### src/rtl/core/hvt_pkg.sv
// ----------------------------------------------------------------------------
// hvt_pkg
// Shared types, widths and helpers for the homogeneous vertex transform.
// ----------------------------------------------------------------------------
package hvt_pkg;

  localparam int FRAC_BITS_DEF = 16;
  localparam int COORD_W       = 32;
  localparam int ACC_W         = 64;
  // remainder must hold magnitude << frac bits and divisor << 32
  localparam int REM_W         = ACC_W + COORD_W;
  localparam int NUM_REGS      = 8;
  localparam int REG_W         = 64;
  localparam int IDX_W         = $clog2(NUM_REGS);
  localparam int FIFO_DEPTH    = 4;
  // one stage to capture, one for the range check, one per quotient bit
  localparam int DIV_STG       = 2 + COORD_W;
  localparam int IN_W          = 3 * COORD_W;
  localparam int OUT_W         = 104;

  typedef enum logic [1:0] {
    ST_OK    = 2'd0,
    ST_SAT   = 2'd1,
    ST_WZERO = 2'd2
  } status_t;

  typedef logic [NUM_REGS-1:0][REG_W-1:0] mat_t;
  typedef logic [2:0][COORD_W-1:0]         vec_t;
  typedef logic [3:0][ACC_W-1:0]           acc_t;

  typedef struct packed {
    logic                        vld;
    logic                        wz;
    logic [2:0]                  neg;
    logic [2:0]                  big;
    logic [2:0][REM_W-1:0]       rem;
    logic [2:0][COORD_W-1:0]     q;
    logic [ACC_W-1:0]            den;
  } dstg_t;

  function automatic logic [COORD_W-1:0] mat_elem(mat_t m, int row, int col);
    logic [REG_W-1:0] r;
    r = m[IDX_W'(row * 2 + (col >> 1))];
    return col[0] ? r[REG_W-1:COORD_W] : r[COORD_W-1:0];
  endfunction

  function automatic mat_t reset_mat(int frac_bits);
    mat_t m;
    logic [REG_W-1:0] one;
    one  = REG_W'(1) << frac_bits;
    m    = '0;
    m[0] = one;
    m[2] = one << COORD_W;
    m[5] = one;
    m[7] = one << COORD_W;
    return m;
  endfunction

endpackage

### src/rtl/core/homogeneous_vertex_transform.sv
// ----------------------------------------------------------------------------
// homogeneous_vertex_transform
// 4x4 homogeneous matrix transform of a vertex with perspective divide.
// ----------------------------------------------------------------------------
// in_tdata carries one vertex (x, y, z) in signed fixed point; out_tdata
// returns x'/w, y'/w, z'/w and a status code (ok, saturated, w zero).
// The matrix sits in eight 64-bit registers, written over cfg_* by the user
// only while no vertex is in flight (the block does not enforce this); reset
// loads the identity matrix. One beat in, one beat out, in order. A new
// vertex is taken every cycle while nothing stalls. A vertex passes the
// multiply and sum registers, the queue, the divide stages and the output
// register; the divider produces one quotient bit per stage, which sets the
// depth. When out_tready is low the divide pipe holds, the queue fills and
// then in_tready drops; nothing is lost. Reset empties every stage at once.
// ----------------------------------------------------------------------------
module homogeneous_vertex_transform #(
  parameter int FRAC_BITS = hvt_pkg::FRAC_BITS_DEF
) (
  input  logic                        clk,
  input  logic                        rst_n,
  input  logic                        in_tvalid,
  output logic                        in_tready,
  input  logic [hvt_pkg::IN_W-1:0]    in_tdata,   // in_x, in_y, in_z
  output logic                        out_tvalid,
  input  logic                        out_tready,
  output logic [hvt_pkg::OUT_W-1:0]   out_tdata,  // out_x, out_y, out_z, status
  input  logic                        cfg_wr_en,
  input  logic [hvt_pkg::IDX_W-1:0]   cfg_index,
  input  logic [hvt_pkg::REG_W-1:0]   cfg_wdata
);

  hvt_pkg::mat_t cfg_r;
  hvt_pkg::acc_t f_acc, q_rd;
  logic          f_vld, q_full, q_empty, q_pop;

  always_ff @(posedge clk) begin
    if (!rst_n) begin
      cfg_r <= hvt_pkg::reset_mat(FRAC_BITS);
    end else if (cfg_wr_en) begin
      cfg_r[cfg_index] <= cfg_wdata;
    end
  end

  hvt_front #(.FRAC_BITS(FRAC_BITS)) u_front (
    .clk       (clk),
    .rst_n     (rst_n),
    .in_valid  (in_tvalid),
    .in_ready  (in_tready),
    .in_vec    (in_tdata),
    .mat       (cfg_r),
    .acc_valid (f_vld),
    .acc_ready (!q_full),
    .acc_data  (f_acc)
  );

  hvt_fifo #(.DEPTH(hvt_pkg::FIFO_DEPTH)) u_fifo (
    .clk   (clk),
    .rst_n (rst_n),
    .push  (f_vld),
    .wdata (f_acc),
    .full  (q_full),
    .pop   (q_pop),
    .empty (q_empty),
    .rdata (q_rd)
  );

  hvt_back #(.FRAC_BITS(FRAC_BITS)) u_back (
    .clk        (clk),
    .rst_n      (rst_n),
    .q_empty    (q_empty),
    .q_pop      (q_pop),
    .q_data     (q_rd),
    .out_tvalid (out_tvalid),
    .out_tready (out_tready),
    .out_tdata  (out_tdata)
  );

  // w zero must give all-zero coordinates
  a_wzero_clear: assert property (@(posedge clk) disable iff (!rst_n)
    out_tvalid && out_tdata[97:96] == hvt_pkg::ST_WZERO |-> out_tdata[95:0] == '0)
    else $error("w zero result with nonzero coordinates");

  // status code three is never produced
  a_status_code: assert property (@(posedge clk) disable iff (!rst_n)
    out_tvalid |-> out_tdata[97:96] != 2'd3)
    else $error("illegal status code");

  // output is not valid when reset has just been released
  a_reset_empty: assert property (@(posedge clk)
    rst_n && $past(!rst_n) |-> !out_tvalid)
    else $error("output valid right after reset");

  // queue never pops while empty
  a_no_underflow: assert property (@(posedge clk) disable iff (!rst_n)
    q_pop |-> !q_empty)
    else $error("queue popped while empty");

endmodule

### src/rtl/core/hvt_front.sv
// ----------------------------------------------------------------------------
// hvt_front
// Matrix multiply: 12 products, truncation and summing into x', y', z', w.
// ----------------------------------------------------------------------------
module hvt_front #(
  parameter int FRAC_BITS = hvt_pkg::FRAC_BITS_DEF
) (
  input  logic          clk,
  input  logic          rst_n,
  input  logic          in_valid,
  output logic          in_ready,
  input  hvt_pkg::vec_t in_vec,
  input  hvt_pkg::mat_t mat,
  output logic          acc_valid,
  input  logic          acc_ready,
  output hvt_pkg::acc_t acc_data
);

  localparam int CW = hvt_pkg::COORD_W;
  localparam int AW = hvt_pkg::ACC_W;

  logic [2:0][3:0][AW-1:0] prod_r, prod_nxt;
  logic [3:0][AW-1:0]      s01_r, s01_nxt;
  logic [3:0][AW-1:0]      s2m_r, s2m_nxt;
  hvt_pkg::acc_t           acc_r, acc_nxt;
  logic                    v1_r, v2_r, v3_r;
  logic                    adv;

  function automatic logic [AW-1:0] smul(logic signed [CW-1:0] a,
                                         logic signed [CW-1:0] b);
    logic signed [AW-1:0] p;
    p = a * b;
    return p;
  endfunction

  function automatic logic [AW-1:0] floor_shift(logic [AW-1:0] v);
    logic signed [AW-1:0] s;
    s = v;
    return s >>> FRAC_BITS;
  endfunction

  assign adv       = !v3_r || acc_ready;
  assign in_ready  = adv;
  assign acc_valid = v3_r;
  assign acc_data  = acc_r;

  always_comb begin
    logic [CW-1:0] t;
    for (int k = 0; k < 3; k++) begin
      for (int c = 0; c < 4; c++) begin
        prod_nxt[k][c] = smul(hvt_pkg::mat_elem(mat, k, c), in_vec[k]);
      end
    end
    for (int c = 0; c < 4; c++) begin
      t          = hvt_pkg::mat_elem(mat, 3, c);
      s01_nxt[c] = floor_shift(prod_r[0][c]) + floor_shift(prod_r[1][c]);
      s2m_nxt[c] = floor_shift(prod_r[2][c]) + {{(AW-CW){t[CW-1]}}, t};
      acc_nxt[c] = s01_r[c] + s2m_r[c];
    end
  end

  always_ff @(posedge clk) begin
    if (!rst_n) begin
      v1_r <= 1'b0;
      v2_r <= 1'b0;
      v3_r <= 1'b0;
    end else if (adv) begin
      v1_r <= in_valid;
      v2_r <= v1_r;
      v3_r <= v2_r;
    end
  end

  always_ff @(posedge clk) begin
    if (adv) begin
      prod_r <= prod_nxt;
      s01_r  <= s01_nxt;
      s2m_r  <= s2m_nxt;
      acc_r  <= acc_nxt;
    end
  end

endmodule

### src/rtl/core/hvt_fifo.sv
// ----------------------------------------------------------------------------
// hvt_fifo
// Short queue between the multiply front and the divide back.
// ----------------------------------------------------------------------------
module hvt_fifo #(
  parameter int DEPTH = hvt_pkg::FIFO_DEPTH
) (
  input  logic          clk,
  input  logic          rst_n,
  input  logic          push,
  input  hvt_pkg::acc_t wdata,
  output logic          full,
  input  logic          pop,
  output logic          empty,
  output hvt_pkg::acc_t rdata
);

  localparam int AW = $clog2(DEPTH);

  hvt_pkg::acc_t mem_r [DEPTH];
  logic [AW-1:0] wptr_r, rptr_r;
  logic [AW:0]   cnt_r;
  logic          do_push, do_pop;

  assign full    = (cnt_r == (AW+1)'(DEPTH));
  assign empty   = (cnt_r == '0);
  assign do_push = push && !full;
  assign do_pop  = pop && !empty;
  assign rdata   = mem_r[rptr_r];

  always_ff @(posedge clk) begin
    if (!rst_n) begin
      wptr_r <= '0;
      rptr_r <= '0;
      cnt_r  <= '0;
    end else begin
      if (do_push) wptr_r <= (wptr_r == AW'(DEPTH - 1)) ? '0 : wptr_r + 1'b1;
      if (do_pop)  rptr_r <= (rptr_r == AW'(DEPTH - 1)) ? '0 : rptr_r + 1'b1;
      if (do_push && !do_pop)      cnt_r <= cnt_r + 1'b1;
      else if (do_pop && !do_push) cnt_r <= cnt_r - 1'b1;
    end
  end

  always_ff @(posedge clk) begin
    if (do_push) mem_r[wptr_r] <= wdata;
  end

endmodule

### src/rtl/core/hvt_back.sv
// ----------------------------------------------------------------------------
// hvt_back
// Perspective divide: pipelined restoring divider, one quotient bit a stage,
// three lanes, then saturation and status into the output register.
// ----------------------------------------------------------------------------
module hvt_back #(
  parameter int FRAC_BITS = hvt_pkg::FRAC_BITS_DEF
) (
  input  logic                        clk,
  input  logic                        rst_n,
  input  logic                        q_empty,
  output logic                        q_pop,
  input  hvt_pkg::acc_t               q_data,
  output logic                        out_tvalid,
  input  logic                        out_tready,
  output logic [hvt_pkg::OUT_W-1:0]   out_tdata
);

  localparam int CW = hvt_pkg::COORD_W;
  localparam int AW = hvt_pkg::ACC_W;
  localparam int RW = hvt_pkg::REM_W;
  localparam int NS = hvt_pkg::DIV_STG;

  hvt_pkg::dstg_t [NS-1:0] stg_r, stg_nxt;
  logic [2:0][CW-1:0]      res_r, res_nxt;
  hvt_pkg::status_t        sts_r, sts_nxt;
  logic                    ov_r;
  logic                    adv;

  assign adv        = !ov_r || out_tready;
  assign q_pop      = adv && !q_empty;
  assign out_tvalid = ov_r;
  assign out_tdata  = {{(hvt_pkg::OUT_W - 3*CW - 2){1'b0}}, sts_r,
                       res_r[2], res_r[1], res_r[0]};

  always_comb begin
    logic [AW-1:0] n;
    logic [RW-1:0] ds;
    logic          sat;
    hvt_pkg::dstg_t l;
    // capture stage: magnitudes and signs
    stg_nxt[0].vld = !q_empty;
    stg_nxt[0].wz  = (q_data[3] == '0);
    stg_nxt[0].den = q_data[3][AW-1] ? ~q_data[3] + 1'b1 : q_data[3];
    stg_nxt[0].big = '0;
    stg_nxt[0].q   = '0;
    for (int c = 0; c < 3; c++) begin
      n                 = q_data[c][AW-1] ? ~q_data[c] + 1'b1 : q_data[c];
      stg_nxt[0].rem[c] = RW'(n) << FRAC_BITS;
      stg_nxt[0].neg[c] = q_data[c][AW-1] ^ q_data[3][AW-1];
    end
    // quotient of 2^32 or more cannot be represented
    stg_nxt[1] = stg_r[0];
    for (int c = 0; c < 3; c++) begin
      stg_nxt[1].big[c] = stg_r[0].rem[c] >= {stg_r[0].den, {CW{1'b0}}};
    end
    for (int s = 2; s < NS; s++) begin
      stg_nxt[s] = stg_r[s-1];
      ds = RW'(stg_r[s-1].den) << (NS - 1 - s);
      for (int c = 0; c < 3; c++) begin
        if (stg_r[s-1].rem[c] >= ds) begin
          stg_nxt[s].rem[c]           = stg_r[s-1].rem[c] - ds;
          stg_nxt[s].q[c][NS - 1 - s] = 1'b1;
        end
      end
    end
    // saturate and sign
    l   = stg_r[NS-1];
    sat = 1'b0;
    for (int c = 0; c < 3; c++) begin
      if (!l.neg[c]) begin
        if (l.big[c] || l.q[c][CW-1]) begin
          res_nxt[c] = {1'b0, {(CW-1){1'b1}}};
          sat        = 1'b1;
        end else begin
          res_nxt[c] = l.q[c];
        end
      end else begin
        if (l.big[c] || l.q[c] > {1'b1, {(CW-1){1'b0}}}) begin
          res_nxt[c] = {1'b1, {(CW-1){1'b0}}};
          sat        = 1'b1;
        end else begin
          res_nxt[c] = ~l.q[c] + 1'b1;
        end
      end
    end
    if (l.wz) begin
      res_nxt = '0;
      sts_nxt = hvt_pkg::ST_WZERO;
    end else if (sat) begin
      sts_nxt = hvt_pkg::ST_SAT;
    end else begin
      sts_nxt = hvt_pkg::ST_OK;
    end
  end

  // only the valid bits are cleared by reset, the data just follows
  always_ff @(posedge clk) begin
    if (!rst_n) begin
      for (int s = 0; s < NS; s++) stg_r[s].vld <= 1'b0;
      ov_r <= 1'b0;
    end else if (adv) begin
      stg_r <= stg_nxt;
      ov_r  <= stg_r[NS-1].vld;
      res_r <= res_nxt;
      sts_r <= sts_nxt;
    end
  end

endmodule

### config.mk
export PLATFORM = sky130hd
export DESIGN_NAME = homogeneous_vertex_transform
export DESIGN_NICKNAME = d
export VERILOG_FILES = /design/src/rtl/core/hvt_pkg.sv /design/src/rtl/core/homogeneous_vertex_transform.sv /design/src/rtl/core/hvt_front.sv /design/src/rtl/core/hvt_fifo.sv /design/src/rtl/core/hvt_back.sv
export SDC_FILE = /design/constraint.sdc
export NUM_CORES = 1
export LEC_CHECK = 0
export BUFFER_PORTS_ARGS = -buffer_cell sky130_fd_sc_hd__clkbuf_2
export CELL_PAD_IN_SITES_DETAIL_PLACEMENT = 0
export CELL_PAD_IN_SITES_GLOBAL_PLACEMENT = 1
export CORE_MARGIN = 1
export CORE_UTILIZATION = 22
export DETAILED_ROUTE_END_ITERATION = 8
export GPL_TIMING_DRIVEN = 0
export PLACE_DENSITY = 0.87
export SLEW_MARGIN = 0
export SYNTH_ARGS = -nofsm -noshare
export SYNTH_HDL_FRONTEND = slang
export SYNTH_SLANG_ARGS = --single-unit
### constraint.sdc
create_clock -name clk -period 2 [get_ports clk]
set_input_delay 0.2 -clock clk [delete_from_list [all_inputs] [get_ports clk]]
set_output_delay 0.2 -clock clk [all_outputs]
set_load 0.01 [all_outputs]
==> flow_summary.ini <==
[status]
run_status = complete, no violations

[layout]
layout-area-overhead-vs-synth_pct = 29.7
layout-drive-gt1-share = 0.386
n_fill_cell = 1160
nets = 571
final-instance-count-excl-fill = 542
n_antenna_cell = 0
multi_input_area_um2 = 1150
seqCellArea_um2 = 831
fin_area_um2 = 3180

[routing]
wl_um = 3930
drt_drc_violations_left = 0
final_antenna_net_count = 0
vias_per_cell = 3.26
via_count = 1766
tritonroute_pass_1_iters = 4
wl_per_cell_um = 7.25
first_iteration_detailed_routing_drc_count = 47

[cts]
cts_tree = done
numCtsBuffers = 5
cts_htree_levels = 2
path_clk_slew_ns = 0.08
total_clock_sinks = 41
cts_buffer_depth = 2
clk_root_buffer_cell = clkbuf_8
clkLatencyLatePin_ns = 0.29

[sta]
maxSlewViolCount = 0
report.final.setup_viol = 0
unrepaired_setup_endpoints_after_global_routing = true
layout_worst_path_cycle_share = 0.950
period_needed_ns = 1.90
finalClockSkew_ns = 0.00418
final_critical_path_setup_slack_ns = 0.100
max_freq_mhz = 526
fin_worst_hold_slack_ns = 0.144
finalHoldViolCount = 0

[grt]
gr-usage-met2 = 0.114
grtUsageMet1 = 0.0828
vias_in_the_first_global_route = 1451
grt_max_degree = 13
grt_met3_usage = 0.0188
global_route_wire_length_before_repair_um = 6290
grt.overflow.total = 0
grt.busiest_layer = met2
antenna_found_initial = 0
grt.total_usage = 0.0680

[setup_path]
worst_ep_arrival_time_ns = 2.12
critPathMaxStageDelay_ns = 0.37
worst_setup_path_end_kind = flip-flop
critPathRequiredTime_ns = 2.22
start_kind = flip-flop
critical-path-slowest-cell = dfxtp_4
path_cells = o31ai_4 > ha_2 > inv_1 > fa_2 > xor2_1 > or3_1 > a21boi_1
criticalPathCategory = flip-flop to flip-flop
critical_path_fanouts_max = 4
worst_r2r_path_depth = 7

[placement]
globalplace.congestion = 0.717
dpl_worst_slack_ns = -0.100
number_of_placed_instances_with_taps_included = 532
placement.io_buffers = 5
placedInstanceArea_um2 = 3040
post-dp-hpwl_um = 3010

[synthesis]
post-synth-top-area-fraction = 0.335
list_of_most_frequent_post_synthesis_cells = buf_4, nand2_1, dfxtp_1
cell_type_with_the_largest_total_area_after_synthesis = dfxtp_1
avgSynthCellArea_um2 = 8.60
synth-edff-count = 0
async_flop_share = 0
yosys.cell_count.top_type = buf_4
yosys.cell_types.count = 26
synth.cell_area_um2 = 2450
yosysSeqAreaShare = 0.335
synthTopCellsByArea = dfxtp_1, buf_4, nand2_1
number_of_cells_produced_by_synthesis = 285
postSynth.topFlopCell = dfxtp_1
ys_ff_latch = 41
number_of_synthesis_warnings = 0

[die]
initial_utilization = 0.226
dieArea_um2 = 11600
io-pin-count = 274
core_area_um2 = 10800
dieWidth_um = 108
placementRows = 38
fp.dieH_um = 108

[power]
total_power_mw = 2.08
power_density_nw_per_um2 = 653
power_leakage_nw = 1.57
ir_drop_v = 0.000580

[worst_hold_path]
holdPathStages = 3
min_path_type = primary input to flip-flop

[run]
max_cap_violations = 0
-- metal layers --
metal	vias up	wire length [µm]	share of wire
met3	4	391	0.10
met1	747	1710	0.43
met5	-	0	0
met2	100	1790	0.46
met4	0	39	0.0099
li1	915	-	-
-- power breakdown --
group          internal (mW)  switching [mW]  total [mW]
sequential             0.880          0.0603       0.941
clock                  0.312           0.276       0.588
combinational          0.306           0.241       0.547
-- worst max-delay path: cells and delay by family (launching register included) --
| kind | cells | cell delay (ns) |
|---|---|---|
| buffers and inverters | 1 | 0.05 |
| AOI/OAI and AO/OA | 2 | 0.39 |
| DFF | 1 | 0.37 |
| adders and majority gates | 2 | 0.56 |
| and+or+nand+nor | 1 | 0.30 |
| xor gates and xnor gates | 1 | 0.15 |
-- stage by stage --
stage / util / TNS [ns]
2_1_floorplan: - / 0
5_1_grt: 0.293 / -0.00412
6_report: 0.293 / 0
3_5_place_dp: 0.280 / -0.100
4_1_cts: 0.291 / 0
3_3_place_gp: 0.280 / 0
-- cells by family after synthesis --
family | share of synthesized area
buf+inv | 0.358
mux | 0.0122
compound gates | 0.137
simple gates | 0.135
xor+xnor | 0.00714
fa+ha+maj | 0.0133
flops | 0.335
other cells | 0.00306
-- registers in the layout, indices dropped and copies added, names as in the netlist --
name	cells
u_fifo.cnt_r	3
u_back.stg_nxt	33
u_front.v2_r	1
u_front.v1_r	1
u_back.stg_r	1
u_front.acc_valid	1
u_back.out_tvalid	1
-- cell usage in the layout (no fill, tap or decap), types with 3 or more instances in the layout --
cell and instances:
dfxtp_1 37, buf_4 111, a21boi_1 22, clkbuf_8 7, clkbuf_2 5, conb_1 104, a21boi_2 10, a21boi_0 4
nand2_1 60, mux2i_1 3, clkbuf_1 4, nand2_2 10
-- layout make-up --
cell class,count,share of cell area
buffer,116,0.274
clock buffer,7,0.0303
clock inverter,1,0.00157
inverter,2,0.00236
multi-input combinational,228,0.363
sequential,41,0.261
tap,140,0.0551
timing repair buffer,7,0.0126
-- what timing repair did --
action	CTS	global route
setup endpoints to repair	1	1
resized for setup	5	6
hold buffers	0	0
setup buffers	0	2
pin swaps	0	3
-- path summary, 6_finish.rpt --
kind | to | slack [ns] | from
setup / recovery | u_fifo.cnt_r[2] | 0.10 | u_fifo.cnt_r[0]
hold / removal | u_front.v1_r | 0.14 | in_tvalid
setup reg to reg | u_fifo.cnt_r[2] | 0.10 | u_fifo.cnt_r[0]
hold reg to reg | u_back.stg_nxt[10487] | 0.45 | u_back.stg_nxt[10487]
Note: power is estimated with default switching activity, not from simulation.
